$ cat src/rtl/core/wfa_pkg.sv
`timescale 1ns / 1ps
// ----------------------------------------------------------------------------
// wfa_pkg
// Shared types and constants of the worst-fit allocator: section records,
// the search wave that runs along the cell chain, and the cell operations.
// ----------------------------------------------------------------------------
package wfa_pkg;

    localparam int unsigned VAL_W = 31;

    localparam logic [VAL_W-1:0] RESET_MEM_SIZE = 31'd1024;
    localparam logic [VAL_W-1:0] FIRST_CELL     = 31'd1;
    localparam logic [VAL_W-1:0] FIRST_ID       = 31'd1;
    localparam logic [VAL_W-1:0] LAST_ID        = 31'h7FFF_FFFF;

    localparam logic CMD_ALLOC = 1'b0;
    localparam logic CMD_FREE  = 1'b1;

    localparam logic [2:0] OP_NONE    = 3'd0;
    localparam logic [2:0] OP_INIT    = 3'd1;
    localparam logic [2:0] OP_TAKE    = 3'd2;
    localparam logic [2:0] OP_SPLIT   = 3'd3;
    localparam logic [2:0] OP_RELEASE = 3'd4;
    localparam logic [2:0] OP_MERGE   = 3'd5;

    typedef struct packed {
        logic             valid;
        logic             free;
        logic [VAL_W-1:0] start;
        logic [VAL_W-1:0] len;
        logic [VAL_W-1:0] owner;
    } wfa_sect_t;

    typedef struct packed {
        logic             valid;
        logic             found;
        logic [VAL_W-1:0] len;
        logic [VAL_W-1:0] start;
        logic             prev_free;
        logic             next_free;
    } wfa_wave_t;

    typedef struct packed {
        logic [2:0]       op;
        logic             is_free;
        logic [VAL_W-1:0] size;
        logic [VAL_W-1:0] id;
        logic [VAL_W-1:0] target;
        logic [VAL_W-1:0] init_len;
    } wfa_ctl_t;

endpackage

$ cat src/rtl/core/wfa_cell.sv
`timescale 1ns / 1ps
// ----------------------------------------------------------------------------
// wfa_cell
// One entry of the section table. It holds one section, updates it from the
// broadcast operation and its two neighbors, and passes the search wave on.
// ----------------------------------------------------------------------------
module wfa_cell
    import wfa_pkg::*;
#(
    parameter int IW    = 6,
    parameter int INDEX = 0
)
(
    input  logic          clk,
    input  logic          rst_n,
    input  wfa_ctl_t      ctl,
    input  logic [IW-1:0] pos,
    input  wfa_sect_t     prev_sect,
    input  wfa_sect_t     next_sect,
    output wfa_sect_t     sect,
    input  wfa_wave_t     wave_in,
    input  logic [IW-1:0] idx_in,
    output wfa_wave_t     wave_out,
    output logic [IW-1:0] idx_out
);

    localparam logic [IW:0] MY = (IW+1)'(INDEX);

    localparam wfa_sect_t HEAD_SECT = '{valid: 1'b1, free: 1'b1, start: FIRST_CELL,
                                        len: RESET_MEM_SIZE, owner: '0};
    localparam wfa_sect_t RESET_SECT = (INDEX == 0) ? HEAD_SECT : wfa_sect_t'('0);

    wfa_sect_t     sect_reg;
    wfa_sect_t     sect_next;
    wfa_wave_t     wave_reg;
    wfa_wave_t     wave_next;
    logic [IW-1:0] idx_reg;
    logic [IW-1:0] idx_next;
    logic [IW:0]   pos_x;
    logic          at_pos;
    logic          above_pos;
    logic          just_above;

    assign pos_x      = {1'b0, pos};
    assign at_pos     = (MY == pos_x);
    assign above_pos  = (MY > pos_x);
    assign just_above = (MY == pos_x + 1'b1);

    always_comb
    begin
        sect_next = sect_reg;
        case (ctl.op)
            OP_INIT:
            begin
                sect_next = '0;
                if (INDEX == 0)
                begin
                    sect_next.valid = 1'b1;
                    sect_next.free  = 1'b1;
                    sect_next.start = FIRST_CELL;
                    sect_next.len   = ctl.init_len;
                end
            end
            OP_TAKE:
            begin
                if (at_pos)
                begin
                    sect_next.free  = 1'b0;
                    sect_next.owner = ctl.id;
                end
            end
            OP_SPLIT:
            begin
                if (at_pos)
                begin
                    sect_next.len   = ctl.size;
                    sect_next.free  = 1'b0;
                    sect_next.owner = ctl.id;
                end
                else if (just_above)
                begin
                    sect_next.valid = 1'b1;
                    sect_next.free  = 1'b1;
                    sect_next.start = prev_sect.start + ctl.size;
                    sect_next.len   = prev_sect.len - ctl.size;
                    sect_next.owner = '0;
                end
                else if (above_pos)
                begin
                    sect_next = prev_sect;
                end
            end
            OP_RELEASE:
            begin
                if (at_pos)
                begin
                    sect_next.free  = 1'b1;
                    sect_next.owner = '0;
                end
            end
            OP_MERGE:
            begin
                if (at_pos)
                begin
                    sect_next.len   = sect_reg.len + next_sect.len;
                    sect_next.free  = 1'b1;
                    sect_next.owner = '0;
                end
                else if (above_pos)
                begin
                    sect_next = next_sect;
                end
            end
            default:
            begin
                sect_next = sect_reg;
            end
        endcase
    end

    always_comb
    begin
        wave_next = wave_in;
        idx_next  = idx_in;
        if (wave_in.valid && sect_reg.valid)
        begin
            if (!ctl.is_free)
            begin
                if (sect_reg.free && (!wave_in.found || sect_reg.len > wave_in.len))
                begin
                    wave_next.found = 1'b1;
                    wave_next.len   = sect_reg.len;
                    wave_next.start = sect_reg.start;
                    idx_next        = IW'(INDEX);
                end
            end
            else if (!wave_in.found && !sect_reg.free && sect_reg.owner == ctl.target)
            begin
                wave_next.found     = 1'b1;
                wave_next.prev_free = prev_sect.valid && prev_sect.free;
                wave_next.next_free = next_sect.valid && next_sect.free;
                idx_next            = IW'(INDEX);
            end
        end
    end

    always_ff @(posedge clk or negedge rst_n)
    begin
        if (!rst_n)
        begin
            sect_reg <= RESET_SECT;
            wave_reg <= '0;
            idx_reg  <= '0;
        end
        else
        begin
            sect_reg <= sect_next;
            wave_reg <= wave_next;
            idx_reg  <= idx_next;
        end
    end

    assign sect     = sect_reg;
    assign wave_out = wave_reg;
    assign idx_out  = idx_reg;

endmodule

$ cat config.mk
export PLATFORM = sky130hd
export DESIGN_NAME = wfa_cell
export DESIGN_NICKNAME = d
export VERILOG_FILES = /design/src/rtl/core/wfa_pkg.sv /design/src/rtl/core/wfa_cell.sv
export SDC_FILE = /design/constraint.sdc
export NUM_CORES = 1
export LEC_CHECK = 0
export ABC_AREA = 1
export BUFFER_PORTS_ARGS = -buffer_cell sky130_fd_sc_hd__buf_2
export CORE_AREA = 5 5 201 242
export CTS_CLUSTER_SIZE = 10
export DETAILED_ROUTE_END_ITERATION = 10
export DIE_AREA = 0 0 206 247
export PLACE_DENSITY = 0.56
export SYNTH_ARGS = -nofsm -noshare
export SYNTH_HDL_FRONTEND = slang
export SYNTH_SLANG_ARGS = --single-unit
$ cat constraint.sdc
create_clock -name clk -period 2.5 [get_ports clk]
set_input_delay 0 -clock clk [delete_from_list [all_inputs] [get_ports clk]]
set_output_delay 0 -clock clk [all_outputs]
set_load 0.005 [all_outputs]
* Word-level counts from Yosys, hierarchy flattened
Cells that the tools add are included.
** Word-level totals
- Bits in registers :: 167
- Input bits :: 398
- Output and inout port bits :: 167
- Logic and storage cells :: 78
** Cells by class
- Add/subtract/negate cells :: 4
- Magnitude comparators :: 2
- Equal/unequal tests :: 14
- Muxes and demuxes :: 30
- Reductions and logical operators :: 16
** Operator list (number)
- $mux W95 :: 3
- $mux W62 :: 3
- $pmux W62 S3 :: 1
- $pmux W31 S5 :: 1
- $mux W31 :: 4
- $mux W65 :: 1
- $mux W63 :: 1
- $add A31 B31 Y31 :: 2
- $eq A31 B31 Y1 :: 1
- $gt A31 B31 Y1 :: 1
- $sub A31 B31 Y31 :: 1
- $mux W6 :: 4
- $logic_not A7 Y1 :: 2
- $ne A2 B2 Y1 const B :: 5
- $reduce_and A5 Y1 :: 2
- $mux W1 :: 8
- $add A6 B1 Y7 const B :: 1
- $eq A3 B2 Y1 const B :: 2
- $eq A3 B3 Y1 const B :: 2
- $gt A1 B6 Y1 const A :: 1
- $logic_and A1 B1 Y1 :: 6
- $ne A3 B3 Y1 const B :: 2
- $pmux W1 S5 :: 1
- $reduce_bool A5 Y1 :: 1
- 8 further kinds :: 10

* Depth between registers and ports, before layout
Gate-level depths: netlist of run 1.
- Depth in word-level cells :: 6
- Depth in mapped cells :: 16
- Mapped depth without buffers :: 15

* Worst setup path after synthesis of run 1
Ideal clock, no wire load.
- Path type :: register to register
- From :: register sect_reg (netlist bit sect[31])
- To :: register sect_reg (netlist bit sect[47])
- Library setup time :: 0.116 ns
- Arrival time :: 1.873 ns
- Data required time :: 2.384 ns
- Slack :: 0.510 ns
- Stages on the path, launching flop included :: 15
- Path buffers :: 0
- Period minus slack after synthesis :: 1.990 ns
- Path through :: dfrtp_1 ha_1 fa_1 nand3_1 nand3_1 nand2_1 nand2_1 nand2_1 nor2_1 o21bai_1 nand3_1 nand2_1 nand2_1 nand2_1 nand2_1
** On the way
- Cells in the longest elaborated chain, start to end :: 3
** Ends and longest elaborated chain
- from (decl) :: line wfa_cell.sv:33 : wfa_sect_t sect_reg;
- from (signal assigned) :: line wfa_cell.sv:157 : sect_reg <= sect_next;
- $add A31 B31 Y31 :: line wfa_cell.sv:105 : sect_next.len = sect_reg.len + next_sect.len;
- $mux W62 :: line wfa_cell.sv:103 : if (at_pos)
- $pmux W62 S3 :: line wfa_cell.sv:52 : case (ctl.op)
No other way between the ends.
A chain may end at the register's enable or synchronous reset.

* Worst setup path in the final report of run 1
- From :: register sect_reg (netlist bit sect[32])
- To :: register sect_reg (netlist bit sect[34])
The elaborated chain is that of the path after synthesis.

==> results list, run 1 <==
- Arrival time reported for the critical path endpoint: around 2800 ps
- In this run the number of cells on the critical path is 10.
- Post-synthesis instance area: around 11000 sq um
- Leaving out fill and tap cells, the most frequent cell in the layout is nand2_1.
* Launch point of the critical path: sect[32]
- Min-delay worst type: in2reg
- Synthesis produced between 1500 and 2000 cells.
- Number of pins with negative max-slew slack in the final report: 0
- Flop-to-flop setup slack: approximately 100 ps
- Least-Margin Pin Slew: slightly above 700 ps
- Combined global-route utilization of all metal layers: a little over a fifth
- On the critical path, the stage with the largest delay is an instance of dlygate4sd3_1.
- Ports: between 500 and 600
* Post-detailed-route count of antenna-violating nets: 0
- Final core utilization: between 30 and 40%
- Warning count from the yosys run: 0
* Leading cell types in the layout, fill and taps excluded: nand2_1 (630), buf_2 (498), dlygate4sd3_1 (234), inv_1 (223), dfrtp_1 (159)
- STA classifies the critical path startpoint as a flip-flop.
* Minimum setup slack in the final design: 99.7 ps
- Kind of critical path: reg2reg
- HPWL after DPL: approximately 43 mm
- The analysis attributes to cell leakage a power of around 9.9 nW.
- Counting the buffers created by CTS gives 17.
- Max-capacitance violation count: 0
- Counting flops and latches in the post-synthesis netlist gives 167.
* Buffering stage count on the worst path with inverters included: 3
- Yosys mapped the design onto 41 distinct sky130hd cell types.
- Dividing the detail-routed wire length by the instance count gives roughly 18 microns.
* Maximum number of pins on one net before global-route repair: 76
* Relative area change from synthesis to final layout: 58.6%
* Per-cell via count in the routed design: 4.59
* Setup repair after global routing missed its margin: true
- Post-place setup slack: -117 ps
- Height of the chip: 247 microns
- H-Tree Level Count: 4
* Die area: between 50000 and 60000 sq um
- Initial core utilization: between 20% and 30%
- Required time at the endpoint of the critical path: between 2000 and 3000 ps
- Cells along the critical path: buf_4, ha_1, nand3_1, nand3_2, buf_4, o21ai_0, a21oi_1, o221ai_1, dlygate4sd3_1, nand2_1
* Status: complete, no violations
- FMAX: between 400 and 500 MHz
- CTS placed an instance of clkbuf_16 at the clock tree root.
- Sequential elements use approximately 37% of the synthesized area.
- Measured along the x axis, the die boundary spans between 200 and 250 microns.
- On the final layout, the worst clock skew is between 20 and 25 ps.
* CTS tree: done
- In this run the power density over the cells is 548 nW/um^2.
* Final net count: 2889
- The first detailed-routing pass took 5 iterations.
- Share of the clock period used by the worst path: approximately 96%
- Post-Place Cells: 2789
- Worst reg2reg endpoint: sect[34]
* Post-route insts no fill: around 3100
- RePlAce Congestion: slightly above 0.9
* Proportion of layout cells with a drive suffix above 1: a little over a quarter
- Detailed Route Iter0 Violations: slightly above 700
- Crit path capture type: flip-flop
- Number of placement rows: 86
- Clk sinks: around 170
- Vias in the first global route: approximately 14000
- Family with the most delay on the worst path: buffers and inverters
- The register with the most flip-flops in the layout has 95 of them.
* Via count: 14100
- Placeable Area: about 46000 sq um
- Worst R2R Path Depth: 10
- The later pin in the worst-skew pair is clocked with a latency of roughly 470 ps.
* Global-route wire length before repair: about 80 mm
- Buffer depth of the longest clock path: 2
- Counting I/O delays and the setup requirement, the final critical path takes approximately 2400 ps.
* Total of fill cells in the finished design: 4719
- For this block, the routed nets add up to approximately 56 mm of wire.
- The startpoint identified for the worst register-to-register timing path is sect[32].
- Along the worst path, the maximum fanout reaches 4.
- Final hold violation count: 0
- Among the stages of the critical path, the cell type that occurs most often is buf_4.
- Hold is met by approximately 34 ps.
- IR analysis of the VDD net gives a maximum drop of a little over 500 uV.
- Total Power: 9.91 mW
- The number of antenna violations at the first check in global routing came to 5.
- In this run the worst setup path terminates at sect[34].
- The number of nets handed over by synthesis was 2141.
* Clock transition time at the flip-flop clock pins of the worst setup and hold paths: approximately 80 ps
- Stage delay of the slowest cell on the critical path: ~590 ps
* Mean instance size in the synthesized netlist: between 6 and 7 sq um
- Setup violations remaining at the end of the flow were counted as 0.
- Aggregate global routing overflow: 0
- For this run, design rule violations remaining after detail routing come to 0.
* Max-slew headroom: 51.8%
- Number of I/O port buffers: 499
-- logic make-up after synthesis --
| logic type | Yosys count | synth area share [%] |
|---|---|---|
| xor gates and xnor gates | 17 | 1.31 |
| adders and majority gates | 62 | 6.88 |
| AOI/OAI and AO/OA | 191 | 9.99 |
| muxes | 15 | 1.48 |
| buffers and inverters | 291 | 9.83 |
| and+or+nand+nor | 938 | 33.8 |
| DFF | 167 | 36.7 |
-- how the worst min path moves through the flow --
stage                               to          start  cells after the start  slack, ps
final                         sect[50]  next_sect[50]                      7         30
after CTS                     sect[60]  next_sect[60]                      6          1
after detailed placement  wave_out[57]          rst_n                      1         90
after global routing          sect[50]  next_sect[50]                      7         40
after global placement    wave_out[55]          rst_n                      1         80
after floorplan             idx_out[0]          rst_n                      0       -300
-- cell type report --
| class | instances | area, sq um | share of cell area [%] |
|---|---|---|---|
| multi-input cells | 1223 | 6240 | 34.5 |
| diodes | 3 | 7.51 | 0.0415 |
| repair buffers | 789 | 5400 | 29.9 |
| clock buffers | 17 | 425 | 2.35 |
| well taps | 616 | 771 | 4.26 |
| inverters | 231 | 867 | 4.80 |
| flip-flops and latches | 167 | 4190 | 23.2 |
| clock inverters | 15 | 179 | 0.990 |
-- metal layers --
layer	share of wire (%)	wire [microns]	GRT usage, %
met1	38	21400	23.3
met2	51	28600	38.6
met3	6.2	3480	4.37
met4	4.5	2500	9.04
met5	0.021	12	0
-- cells in the mapped netlist --
master | number | area share, %
nand2_1 | 633 | 21
inv_1 | 223 | 7.3
dfrtp_1 | 163 | 36
nand3_1 | 152 | 6.7
nor2_1 | 101 | 3.3
o21ai_0 | 73 | 3.2
ha_1 | 61 | 6.7
a21oi_1 | 48 | 2.1
clkbuf_1 | 40 | 1.3
buf_2 | 19 | 0.83
o21a_1 | 19 | 1.3
or2_2 | 17 | 0.93
a221oi_1 | 16 | 1.2
mux2_2 | 15 | 1.5
nand4_1 | 14 | 0.77
xnor2_1 | 14 | 1.1
inv_2 | 8 | 0.26
nor3_1 | 8 | 0.35
a22oi_1 | 7 | 0.46
o21ai_1 | 7 | 0.31
dfstp_2 | 4 | 0.92
o2111ai_1 | 4 | 0.31
o211ai_1 | 4 | 0.26
o21bai_1 | 4 | 0.26
and2_1 | 3 | 0.16
nor4_1 | 3 | 0.16
xor2_1 | 3 | 0.23
a211oi_1 | 2 | 0.13
a31oi_1 | 2 | 0.11
nor2_2 | 2 | 0.11
o221ai_1 | 2 | 0.15
a21o_1 | 1 | 0.066
a22o_1 | 1 | 0.077
buf_4 | 1 | 0.066
fa_1 | 1 | 0.18
nand2_2 | 1 | 0.055
nand3_2 | 1 | 0.088
nor3_4 | 1 | 0.14
nor3b_1 | 1 | 0.066
nor4b_1 | 1 | 0.077
o22ai_1 | 1 | 0.055
-- worst register-to-register path, stage by stage, from the launching register on --
cell,delay [ps]
dfrtp_1,440
buf_4,170
ha_1,290
nand3_1,90
nand3_2,120
buf_4,170
o21ai_0,130
a21oi_1,80
o221ai_1,180
dlygate4sd3_1,590
nand2_1,50
-- report_power, final --
part	internal (mW)	total (mW)	switching, mW
clock network	1.36	2.79	1.43
logic	1.65	3.83	2.18
registers	3.01	3.28	0.278
total	6.02	9.91	3.89
-- through the flow --
stage	cell area, sq um	setup TNS [ps]
6_report	18100	0
5_1_grt	18100	-47.0
4_1_cts	17900	0
3_5_place_dp	14900	-639
3_3_place_gp	14900	-601
2_1_floorplan	11400	0
-- what timing repair did --
item / CTS / global route
hold endpoints to repair: 207 / 0
endpoints found under the setup margin: 6 / 33
cloned: 0 / 2
hold buffers: 234 / 0
buffers inserted: 0 / 1
pin swaps: 0 / 1
gates resized for setup: 3 / 24
Power figures use the tool's default switching activity.
==> run 2, diff against run 1 <==
--- a/config.mk
+++ b/config.mk
@@ -11,7 +11,8 @@
 export CTS_CLUSTER_SIZE = 10
 export DETAILED_ROUTE_END_ITERATION = 10
 export DIE_AREA = 0 0 206 247
-export PLACE_DENSITY = 0.56
+export PLACE_DENSITY = 0.57
+export SKIP_CTS_REPAIR_TIMING = 1
 export SYNTH_ARGS = -nofsm -noshare
 export SYNTH_HDL_FRONTEND = slang
 export SYNTH_SLANG_ARGS = --single-unit
==> constraint.sdc (replaced) <==
create_clock -name clk -period 2.1 [get_ports clk]
set_input_delay 0 -clock clk [delete_from_list [all_inputs] [get_ports clk]]
set_output_delay 0 -clock clk [all_outputs]
set_load 0.005 [all_outputs]
==> run 2 against run 1 <==
- the flow now finishes with violations (hold timing, setup timing)
- sequential share of layout area fell by 2.1 points
- core utilization up 4.2 points
- first-iteration DRC count rose by 3.1%
- power grew 34%
- sequential power is 21% higher
- worst hold slack lost 73 ps
- setup slack worse by 300 ps
- cell area grew 11%
- routed wire length grew 5.9%
- register-to-register slack worse by 300 ps
- critical path depth increased by 4
- count of clock-buffer cells in the layout is 1 higher
- critical endpoint is now wave_out[63]
- largest power group unchanged
- highest routed layer unchanged
==> results list, run 2 (synthesis results as in run 1) <==
- Power density relative to cell area: between 600 and 700 nW/um^2
- H-Tree Level Count: 4
- Relative to the synthesized area, the layout overhead comes to 75.6%.
- Max-slew headroom: between 50 and 60%
* Post-DR wirelength/cell: between 15 and 20 microns
- Crit path capture type: flip-flop
- Across the run, the number of max-cap violations was 0.
* Stage delay of the slowest cell on the critical path: around 450 ps
- Violations in the final reports: hold timing, setup timing
- Adding up every negative setup slack in the final design gives -10370 ps.
- Number of flip-flops under the largest register name: 95
- Using the TritonRoute via totals, the vias-per-cell ratio works out to about 4.6.
- On the final layout, the worst hold slack is -39.0 ps.
- Cells along the critical path: buf_6, ha_4, nand2_2, nor2_2, nand4_1, nor2_2, nand2_1, nand2_1, nand2_2, nand2_8, nand2_8, clkbuf_16, nand2_2, nand2_1
* Initial core utilization: around a quarter
- After clock tree synthesis, the clock-pin slew on the worst setup and hold paths is 70 ps.
* Cell at the slowest stage of the critical path: dfrtp_2
- RePlAce Congestion: slightly above 0.9
- Multi-input gate area: approximately 7400 sq um
- The first TritonRoute pass finished after 5 iterations.
* Most common cell after layout, fill and taps aside: nand2_1
- Reg-to-reg critical path startpoint: sect[50]
* Insertion delay to the later sink of the worst-skew pair: 460 ps
- Combined global-route utilization of all metal layers: 20.3%
* Die area: between 50000 and 60000 sq um
- Setup slack on the critical path of the routed design comes to -197 ps.
- Entering global routing, the biggest net connects 64 pins.
- Min-delay worst type: in2reg
* Proportion of layout cells with a drive suffix above 1: about two fifths
- Setup violations remaining at the end of the flow were counted as 74.
- FMAX: approximately 440 MHz
- The region available for standard cell placement spans roughly 46000 sq um.
- Final hold violation count: 7
- Required time at the endpoint of the critical path: 2460 ps
- DRC errors left: 0
* Lkg Pwr: 10.5 nW
* Kind of critical path: reg2reg
- Clk sinks: 167
- Ports: between 500 and 600
* Least-Margin Pin Slew: 690 ps
* Launch point of the critical path: sect[50]
- Clock tree root driver cell: clkbuf_16
- Critical path startpoint category: flip-flop
* Setup repair after global routing missed its margin: true
- The first routing iteration left ~730 violations.
- Max Fanout on Critical Path: 6
- For the finished layout, the period the worst path requires is 2300 ps.
- Status: finished with violations
* Vias in the first global route: 13300
* Aggregate global routing overflow: 0
* Total wirelength of the detailed-routed design: roughly 59 mm
* Worst voltage drop across the vdd grid: approximately 670 uV
- Clock skew on the completed layout was measured at between 9 and 10 ps.
- Total Power: between 10 and 15 mW
- The clock passes through at most 2 buffers.
- TritonCTS Buffers: 17
* Share of the clock period used by the worst path: 109%
- In this run the vertical extent of the chip is 247 microns.
* Arrival time reported for the critical path endpoint: approximately 2700 ps
* Leading cell types in the layout, fill and taps excluded: nand2_1 (526), buf_2 (498), inv_1 (216), dlygate4sd3_1 (209), dfrtp_1 (142)
* Final net count: between 2000 and 3000
- The detail route stage leaves a number of antenna-violating nets equal to 0.
* Number of I/O port buffers: approximately 500
* Number of pins with negative max-slew slack in the final report: 0
- Footprint of the flip-flops and latches: between 4000 and 5000 sq um
- Via count: ~15000
- Global-route wire length before repair: 78.2 mm
- Detailed placement finished with a half-perimeter wire length of 44.5 mm.
* X dimension of the die: between 200 and 250 microns
- TritonCTS built the clock tree.
- The number of antenna violations at the first check in global routing came to 4.
- Total of fill cells in the finished design: 4533
* Hold path startpoint: next_sect[93]
- Number of placement rows: 86
## run 2: changes by cell type in the layout (fill, tap and decap cells not counted), sizes merged
cell and delta:
nand2 +1, dlygate4sd3 -25, buf +112, diode -2
inv -1, clkinv -1, clkinvlp +1, clkbuf +4
## run 2: per-stage QoR
| step | setup WS [ps] | utilization [%] | instances | cell area, sq um |
|---|---|---|---|---|
| final | -197 | 43.7 | 3150 | 20000 |
| after global routing | -273 | 43.7 | 3149 | 20000 |
| after CTS | -335 | 35.5 | 2917 | 16300 |
| after detailed placement | -316 | 34.3 | 2885 | 15700 |
| after global placement | -346 | 34.3 | 2885 | 15700 |
| after floorplan | 110 | - | 1681 | 11400 |
## run 2: worst max-delay path, delay by kind of cell (launching register included)
kind          cells  cell delay, ps
fa+ha+maj         1             250
flops             1             450
buf+inv           2             370
simple gates     11            1120
## run 2: cell type report
cell class / instances / area share, %
Clock buffer: 18 / 2.20
Sequential cell: 167 / 21.0
Timing Repair Buffer: 879 / 31.0
Antenna cell: 1 / 0.0125
Multi-Input combinational cell: 1224 / 36.9
Clock inverter: 14 / 0.688
Tap cell: 616 / 3.85
Inverter: 231 / 4.35
## run 2: path summary, 6_finish.rpt
check,endpoint,slack [ps],depth (start not counted)
hold reg to reg,sect[78],510,2
max in group asynchronous,sect[55],1320,3
min in group asynchronous,wave_out[55],30,2
setup reg to reg,wave_out[63],-200,14
hold / removal,sect[93],-40,5
setup / recovery,wave_out[63],-200,14
## run 2: power by group
group	leakage (nW)	internal [mW]	switching, mW	total [mW]
clock	0.282	1.60	1.60	3.20
combinational	8.18	2.92	3.18	6.11
sequential	2.07	3.60	0.365	3.96
total	10.5	8.12	5.14	13.3
## run 2: layer usage
metal	global-route usage, %	wire (microns)
met1	23.2	22000
met2	37.3	30600
met3	4.17	3940
met4	7.17	2780
met5	0	7
==> run 3, diff against run 2 <==
--- a/config.mk
+++ b/config.mk
@@ -12,6 +12,7 @@
 export DETAILED_ROUTE_END_ITERATION = 10
 export DIE_AREA = 0 0 206 247
 export PLACE_DENSITY = 0.57
+export REMOVE_ABC_BUFFERS = 1
 export SKIP_CTS_REPAIR_TIMING = 1
 export SYNTH_ARGS = -nofsm -noshare
 export SYNTH_HDL_FRONTEND = slang
==> run 3 against run 2 <==
- the flow still finishes with violations (hold timing, setup timing)
- combinational power decreased by 1%
- die area unchanged
- worst hold slack got worse by 48 ps
- clock power increased by 5%
- critical path depth unchanged
- cell area increased by 1.5%
- sequential cell count unchanged
- non-clock buffer count increased by 40
- fmax decreased by 1.2%
- via count increased by 0.78%
- register-to-register slack got worse by 30 ps
- global-route usage increased by 0.27 points
- critical path type unchanged
==> results list, run 3 (synthesis results as in run 1) <==
- The flow ran to the end, but the final reports show violations.
- The checks that failed: hold timing, setup timing.
* Lkg Pwr: between 10 and 15 nW
* Post-DR wirelength/cell: 18.8 microns
* Final Instance Area: slightly above 20000 sq um
- Number of placement rows: between 80 and 90
- Kind of critical path: reg2reg
* Clock power share: about a quarter
- The core region is approximately 46000 sq um.
- Min-delay worst type: in2reg
- Wire length the detailed router placed on met1: 24.8 mm
* Cells along the critical path: ha_1, nand2_1, nor2_2, nand4_1, nor2_1, buf_4, nand2_2, nand2_4, nand2_4, nand2_8, nand2_8, clkbuf_16, nand2_2, nand2_1
- Summing over every cut layer, the via total after detailed routing is 14700.
* Number of antenna violations at the first check in global routing: 6
- Power density relative to cell area: about 650 nW/um^2
* Die area: approximately 51000 sq um
* Most common cell after layout, fill and taps aside: nand2_1
- Launch point of the critical path: sect[50]
- Total wirelength of the detailed-routed design: 60.0 mm
* H-Tree Level Count: 4
- Entering global routing, the biggest net connects 67 pins.
* Total of endpoints with negative setup slack in the final report: 71
- Vias in the first global route: 13000
- Once layout is complete, the utilization of the core stands at 44.4%.
- Number of I/O port buffers: about 500
- The final layout contains between 3000 and 4000 nets.
- Worst R2R Path Depth: 14
- In this run the critical register-to-register path is captured at wave_out[61].
- The worst register-to-register path begins at sect[50].
- After the first detailed-routing iteration, the DRC count stood at ~830.
- In this run the power spent charging and discharging nets is slightly above 5 mW.
* Total met3 wirelength after detailed routing: 3.82 mm
- Wire length on met2: roughly 29 mm
- Worst voltage drop across the vdd grid: about 550 uV
- After layout, the design draws a total of 13.3 mW.
- Cell at the slowest stage of the critical path: dfrtp_1
- Crit path capture type: flip-flop
- In this run the cell area measured after placement is 15700 sq um.
- Required time at the endpoint of the critical path: around 2500 ps
- Flop-to-flop setup slack: -220 ps
- Initial core utilization: 24.9%
* Critical path startpoint category: flip-flop
- CTS saw about 170 sinks.
- TritonCTS Buffers: 17
* X dimension of the die: roughly 200 microns
- FMAX: 430 MHz
* Max-capacitance violation count: 0
- Stage delay of the slowest cell on the critical path: 450 ps
- Internal Power: about 8.2 mW
* Clock transition time at the flip-flop clock pins of the worst setup and hold paths: ~80 ps
- Of the total power, registers draw between 20 and 30%.
- The detailed router used layers up to and including met5.
- After layout, the worst setup slack is -225 ps.
- Insertion delay to the later sink of the worst-skew pair: 470 ps
- Once placement completed, the tool counted placed cells totaling roughly 2900.
- Ports: around 570
- Max Fanout on Critical Path: 7
- Number of pins with negative max-slew slack in the final report: 0
- Final hold analysis gives a worst-case slack of -87.1 ps.
- The most critical setup path has its endpoint at wave_out[61].
* Max-slew headroom: just under 60%
* Fin Setup TNS: -12520 ps
- HPWL after DPL: between 40 and 50 mm
- Switching part of the total: 38.6%
- The count of nets left with antenna violations once routing finished came out at 0.
- Post-route insts no fill: between 3000 and 4000
* Aggregate global routing overflow: 0
- Number of flip-flops under the largest register name: between 90 and 100
- DRT Pass-1 Iters: 5
- Combined global-route utilization of all metal layers: 20.6%
- Dividing the detail-routed via count by the number of cells gives about 4.6.
* Clock tree root driver cell: clkbuf_16
* Final hold violation count: 5
- The final critical path takes up 111% of the cycle.
- For the pin with the worst max-slew slack, the measured transition is between 600 and 700 ps.
* CTS tree: done
- The top cell types in the final layout, fill and taps aside, are nand2_1 (512), buf_2 (498), dlygate4sd3_1 (244), inv_1 (220), buf_4 (148).
- Arrival time reported for the critical path endpoint: about 2700 ps
- Routability-driven placement finished with a final weighted congestion of roughly 0.9.
* Buffer depth of the longest clock path: 2
- Proportion of layout cells with a drive suffix above 1: between 30 and 40%
* Relative area change from synthesis to final layout: 78.3%
- Setup repair after global routing missed its margin: true
- DRC errors left: 0
- Subtracting the final worst setup slack from the clock period gives 2320 ps.
- Post-place setup slack: -417 ps
- The floorplan step set the die height to between 200 and 250 microns.
- Global-route wire length before repair: 78.9 mm
- Setup clock skew after layout: 15.3 ps
* Combinational cell fraction of total power: between 40% and 50%
-- run 3: cell types whose count changed in the layout (fill, tap and decap cells not counted), sizes merged --
cell,delta
dlygate4sd3,+35
clkinv,-5
inv,+1
clkinvlp,+2
bufinv,+1
buf,+4
clkbuf,+2
diode,+1
-- run 3: per-layer routing --
metal / global-route usage (%) / vias to the layer above
met4: 6.09 / 8
met5: 0 / -
met2: 35.2 / 583
met3: 4.18 / 123
li1: - / 7102
met1: 26.2 / 6849
-- run 3: layout make-up --
cell class                      instances  area [sq um]
Tap cell                              616           771
Antenna cell                            2          5.00
Clock buffer                           19           443
Inverter                              231           867
Fill cell                            4608         25400
Multi-Input combinational cell       1224          7300
Sequential cell                       167          4200
Clock inverter                         13           149
Timing Repair Buffer                  919          6570
-- run 3: worst min path at each step --
stage	from	to	slack (ps)	cells after the start
detailed placement	rst_n	wave_out[36]	40	1
global placement	rst_n	wave_out[26]	40	1
CTS	rst_n	wave_out[36]	-470	1
finish	wave_in[64]	wave_out[64]	-90	3
global route	wave_in[64]	wave_out[64]	-70	3
floorplan	rst_n	idx_out[0]	-300	0
-- run 3: critical path, delay by kind of cell, from the launching register on --
family | cells | cell delay, ps
simple gates | 11 | 1050
flops | 1 | 450
buf+inv | 2 | 380
fa+ha+maj | 1 | 310
-- run 3: power groups by stage --
| stage | Clock (mW) | Combinational (mW) | Sequential [mW] |
|---|---|---|---|
| global route | 3.57 | 6.58 | 3.96 |
| global placement | 0 | 4.56 | 3.93 |
| CTS | 3.45 | 4.61 | 3.88 |
| floorplan | 0 | 2.06 | 3.93 |
| finish | 3.36 | 6.02 | 3.92 |
| detailed placement | 0 | 4.59 | 3.93 |
